**src/rtl/core/updq_pkg.sv**
```systemverilog
`timescale 1ns / 1ps
// updq_pkg: shared types and constants of the udp port demux with per-port queues
// no dependencies

package updq_pkg;

    localparam int NUM_SLOTS_DEF   = 16;
    localparam int QUEUE_DEPTH_DEF = 16;
    localparam int MAX_PAYLOAD_DEF = 1500;
    localparam int TAG_BITS_DEF    = 8;

    localparam logic [7:0]  UDP_PROTO      = 8'd17;
    localparam logic [11:0] ETH_IP_HDR     = 12'd34;
    localparam logic [11:0] ETH_IP_UDP_HDR = 12'd42;
    localparam logic [15:0] UDP_HDR        = 16'd8;

    localparam int IN_DATA_BITS   = 128;
    localparam int IN_USER_BITS   = 2;
    localparam int OUT_DATA_BITS  = 72;
    localparam int OUT_USER_BITS  = 3;
    localparam int RX_LEN_BITS    = 11;
    localparam int COUNT_BITS     = 5;
    localparam int FIELD_TAG_BITS = 8;

    typedef enum logic [1:0] {
        FUNC_BIND    = 2'd0,
        FUNC_DELIVER = 2'd1,
        FUNC_RECEIVE = 2'd2
    } t_func;

    typedef enum logic [2:0] {
        STAT_OK          = 3'd0,
        STAT_TABLE_FULL  = 3'd1,
        STAT_NOT_BOUND   = 3'd2,
        STAT_BAD_FRAME   = 3'd3,
        STAT_BAD_LEN     = 3'd4,
        STAT_QUEUE_FULL  = 3'd5,
        STAT_QUEUE_EMPTY = 3'd6
    } t_status;

    typedef enum logic {
        S_IDLE = 1'b0,
        S_RESP = 1'b1
    } t_state;

    typedef struct packed {
        logic wr;
        logic fresh;
    } t_slot_cmd;

    typedef struct packed {
        logic hit;
        logic free_found;
    } t_slot_flags;

endpackage

```
**src/rtl/core/updq_slot_table.sv**
```systemverilog
`timescale 1ns / 1ps
// updq_slot_table: bound port table with per-slot queue head and fill
// depends on updq_pkg

module updq_slot_table
    import updq_pkg::*;
#(
    parameter int NUM_SLOTS   = NUM_SLOTS_DEF,
    parameter int QUEUE_DEPTH = QUEUE_DEPTH_DEF,
    localparam int SW = (NUM_SLOTS > 1) ? $clog2(NUM_SLOTS) : 1,
    localparam int HW = (QUEUE_DEPTH > 1) ? $clog2(QUEUE_DEPTH) : 1,
    localparam int FW = $clog2(QUEUE_DEPTH + 1)
) (
    input  logic          i_clk,
    input  logic          i_rst_n,
    input  logic [15:0]   i_port,
    input  t_slot_cmd     i_cmd,
    input  logic [SW-1:0] i_slot,
    input  logic [HW-1:0] i_head,
    input  logic [FW-1:0] i_fill,
    output t_slot_flags   o_flags,
    output logic [SW-1:0] o_hit_slot,
    output logic [SW-1:0] o_free_slot,
    output logic [HW-1:0] o_head,
    output logic [FW-1:0] o_fill
);

    logic [NUM_SLOTS-1:0] r_bound;
    logic [15:0]          r_port [NUM_SLOTS];
    logic [HW-1:0]        r_head [NUM_SLOTS];
    logic [FW-1:0]        r_fill [NUM_SLOTS];

    // lowest matching slot and lowest free slot
    always_comb begin
        o_flags     = '0;
        o_hit_slot  = '0;
        o_free_slot = '0;
        for (int i = NUM_SLOTS - 1; i >= 0; i--) begin
            if (r_bound[i] && (r_port[i] == i_port)) begin
                o_flags.hit = 1'b1;
                o_hit_slot  = SW'(i);
            end
            if (!r_bound[i]) begin
                o_flags.free_found = 1'b1;
                o_free_slot        = SW'(i);
            end
        end
    end

    assign o_head = r_head[o_hit_slot];
    assign o_fill = r_fill[o_hit_slot];

    always_ff @(posedge i_clk) begin
        if (!i_rst_n) begin
            r_bound <= '0;
            for (int i = 0; i < NUM_SLOTS; i++) begin
                r_head[i] <= '0;
                r_fill[i] <= '0;
            end
        end else if (i_cmd.wr) begin
            if (i_cmd.fresh) begin
                r_bound[i_slot] <= 1'b1;
            end
            r_head[i_slot] <= i_head;
            r_fill[i_slot] <= i_fill;
        end
    end

    always_ff @(posedge i_clk) begin
        if (i_cmd.wr && i_cmd.fresh) begin
            r_port[i_slot] <= i_port;
        end
    end

endmodule

```
**config.mk**
```make
export PLATFORM = sky130hd
export DESIGN_NAME = updq_slot_table
export DESIGN_NICKNAME = d
export VERILOG_FILES = /design/src/rtl/core/updq_pkg.sv /design/src/rtl/core/updq_slot_table.sv
export SDC_FILE = /design/constraint.sdc
export NUM_CORES = 1
export LEC_CHECK = 0
export BUFFER_PORTS_ARGS = -buffer_cell sky130_fd_sc_hd__buf_4
export CORE_ASPECT_RATIO = 0.7
export CORE_MARGIN = 2
export CORE_UTILIZATION = 60
export CTS_CLUSTER_DIAMETER = 150
export CTS_CLUSTER_SIZE = 40
export DETAILED_ROUTE_END_ITERATION = 16
export PLACE_DENSITY = 0.77
export SKIP_CTS_REPAIR_TIMING = 1
export SYNTH_ARGS = -nofsm -noshare
export SYNTH_HDL_FRONTEND = slang
export SYNTH_SLANG_ARGS = --single-unit
```
**constraint.sdc**
```tcl
create_clock -name i_clk -period 12.24 [get_ports i_clk]
set_input_delay 1.836 -clock i_clk [delete_from_list [all_inputs] [get_ports i_clk]]
set_output_delay 1.836 -clock i_clk [all_outputs]
set_load 0.02 [all_outputs]
```
==> out/metrics.cfg <==
[routing]
vias = 12200
ant_nets = 0
vias_per_cell = 6.33
drt-total-wl_microns = 47000
firstDrtPassIters = 5
drc_errors = 0
wire_per_inst_microns = 24.4
detail_route.iter0.violations = 1314

[timing]
finalCritPeriodShare = 0.668
fmax_ghz = 0.122
fin_skew_ns = 0
rsz0062_at_grt = no
setup_tns_ns = 0
finalMaxSlewViolations = 0
timing.final.ws_setup_ns = 4.07
setup_viol = 0
slew_headroom = 0.0383
finalHoldViolations = 0
worstMarginPinSlew_ns = 1.43
fin_crit_ns = 8.17

[global_route]
grt_pass1_wl_microns = 71100
antenna_found_initial = 2
overflow = 0
grt_max_degree = 66
grt_pass1_vias = 11600
gr-usage-all-layers = 0.279

[clock_network]
htreeDepth = 1
cts_buffer_depth = 3
cts_made_buffers = 14
clk_latency_ns = 0.54
clkSlewWorstSetupHoldPaths_ns = 0.14
cts_root_buf = clkbuf_16
cts_tree = done
cts_sinks = 416

[finish]
drive_gt1_frac = 0.0775
final_common_cell = edfxtp_1
area_delta_synth_final_pct = 6.47
fillers = 2310
fin_nets = 1522
final_cell_mix = 400 x edfxtp_1, 155 x xnor2_1, 150 x and2_1, 107 x mux2i_1, 101 x xor2_1

[critical_path]
worst_path_most_repeated_cell = mux2i_1
worst-path-buf-inv = 3
crit_type = input pin to primary output
worstPathRequired_ns = 10.40
reg2regPathDepth = 1
cp-start-kind = input pin
worst_path_dominant_cell_family = buffers and inverters
arrival_ns = 6.34
cpPeakStageDelay_ns = 0.81
end_kind = primary output
cp_slowest_cell = buf_4
cp_max_fo = 65
path_depth = 13
cp_cell_sequence = buf_4 > xor2_1 > or4_1 > or4_1 > o22a_1 > a311oi_4 > o21a_4 > buf_4 > mux2i_1 > mux2i_1 > mux2i_1 > mux2i_1 > buf_4

[synthesis]
synth_edf_count = 400
synth_top_family_by_area = simple AND/OR/NAND/NOR gates
seq_area_frac_synth = 0.627
synth_ff_type = edfxtp_1
synthMuxAreaShare = 0.0545
yosys_warnings = 0
synthesis.instances = 1455
synth-compound-area-share = 0.0274
post_synth_num_cell_types = 55
async_flop_share = 0
yosys.area_share.simple = 0.157
yosys.area_share.adder = 0
synth-seq-cells = 416
syn_nets = 1488
synth-xor-area-share = 0.114
syn_area_sq_um = 19700
syn_area_per_cell_sq_um = 13.5

[placement]
port_buffers = 51
place.gp.congestion = 0.944
place_worst_setup_slack_ns = 4.09
hpwl_microns = 31400

[floorplanning]
rows = 55
dieArea_sq_um = 34200
core_sq_um = 32300
die_h_microns = 155
start_util = 0.609
die_w_microns = 220
io-pin-count = 52

[run_status]
status = finished clean

[power_and_ir_drop]
pwr_density_cell_nw_per_um2 = 117
cellLeakagePower_uw = 0.00650
peakVddDrop_v = 0.000181

[hold_path]
whs_path_depth = 1
holdCritPathClass = flip-flop to flip-flop

[job]
max_cap_viol_count = 0

metrics by stage:
stage / power (uW) / hold slack [ns] / utilization / cell area [sq um] / cells
global placement: 1820 / 0.569 / 0.635 / 20500 / 1900
CTS: 2450 / 0.604 / 0.648 / 20900 / 1924
finish: 2450 / 0.609 / 0.648 / 20900 / 1925
global route: 2520 / 0.623 / 0.648 / 20900 / 1925
floorplan: 1750 / 0.506 / - / 19700 / 1455
detailed placement: 1830 / 0.570 / 0.635 / 20500 / 1900
final timing paths:
kind / startpoint / to / slack (ns)
setup / recovery: i_port[2] / o_fill[3] / 4.07
hold / removal: r_bound[10] / r_bound[10] / 0.61
setup reg to reg: r_bound[13] / r_bound[13] / 11.46
hold reg to reg: r_bound[10] / r_bound[10] / 0.61
layout make-up:
| cell class | instances | area, sq um | share of cell area |
|---|---|---|---|
| Sequential cell | 416 | 12300 | 0.589 |
| Tap cell | 427 | 534 | 0.0255 |
| Inverter | 8 | 30.0 | 0.00144 |
| Clock buffer | 23 | 405 | 0.0194 |
| Timing Repair Buffer | 81 | 608 | 0.0291 |
| Antenna cell | 1 | 2.50 | 0.000120 |
| Multi-Input combinational cell | 968 | 6980 | 0.334 |
| Clock inverter | 1 | 30.0 | 0.00144 |
power breakdown:
| part | internal [uW] | total, uW | switching (uW) |
|---|---|---|---|
| Combinational | 59.7 | 190 | 130 |
| Sequential | 1600 | 1610 | 14.3 |
| Clock | 238 | 650 | 411 |
| Total | 1890 | 2450 | 556 |
kinds of logic (layout without fill, tap and decap cells):
kind of cell / after synthesis / count (layout)
DFF: 416 / 416
and+or+nand+nor: 530 / 530
muxes: 107 / 107
buffers and inverters: 71 / 113
xor gates and xnor gates: 256 / 256
AOI/OAI and AO/OA: 75 / 75
other: 0 / 1
flip-flops by register name, summed over array words and instances (netlist names):
signal / cells
r_port: 256
r_bound: 16
r_head: 64
r_fill: 80
layer usage:
metal  vias up  global-route usage  wire length (microns)
met5         -                   0                      0
met4         0              0.0540                    788
met3        61              0.0479                   4900
met2       628               0.388                  19700
met1      6046               0.459                  21600
li1       5446                   -                      -
synthesized netlist by cell type, types with 12 or more instances:
cell / n / area, sq um
mux2i_1: 107 / 1070
xnor2_1: 155 / 1360
and2_1: 150 / 938
nor4_1: 54 / 338
and4_1: 12 / 105
nor3_1: 24 / 120
nor2_1: 69 / 259
clkbuf_1: 29 / 109
o21ai_0: 15 / 75.1
nand3_1: 29 / 145
edfxtp_1: 400 / 12000
nand2b_1: 12 / 75.1
buf_2: 22 / 110
dfxtp_1: 16 / 320
xor2_1: 101 / 885
o21a_1: 16 / 120
nand2_1: 54 / 203
nand4_1: 59 / 369
(Power assumes the default switching activity.)
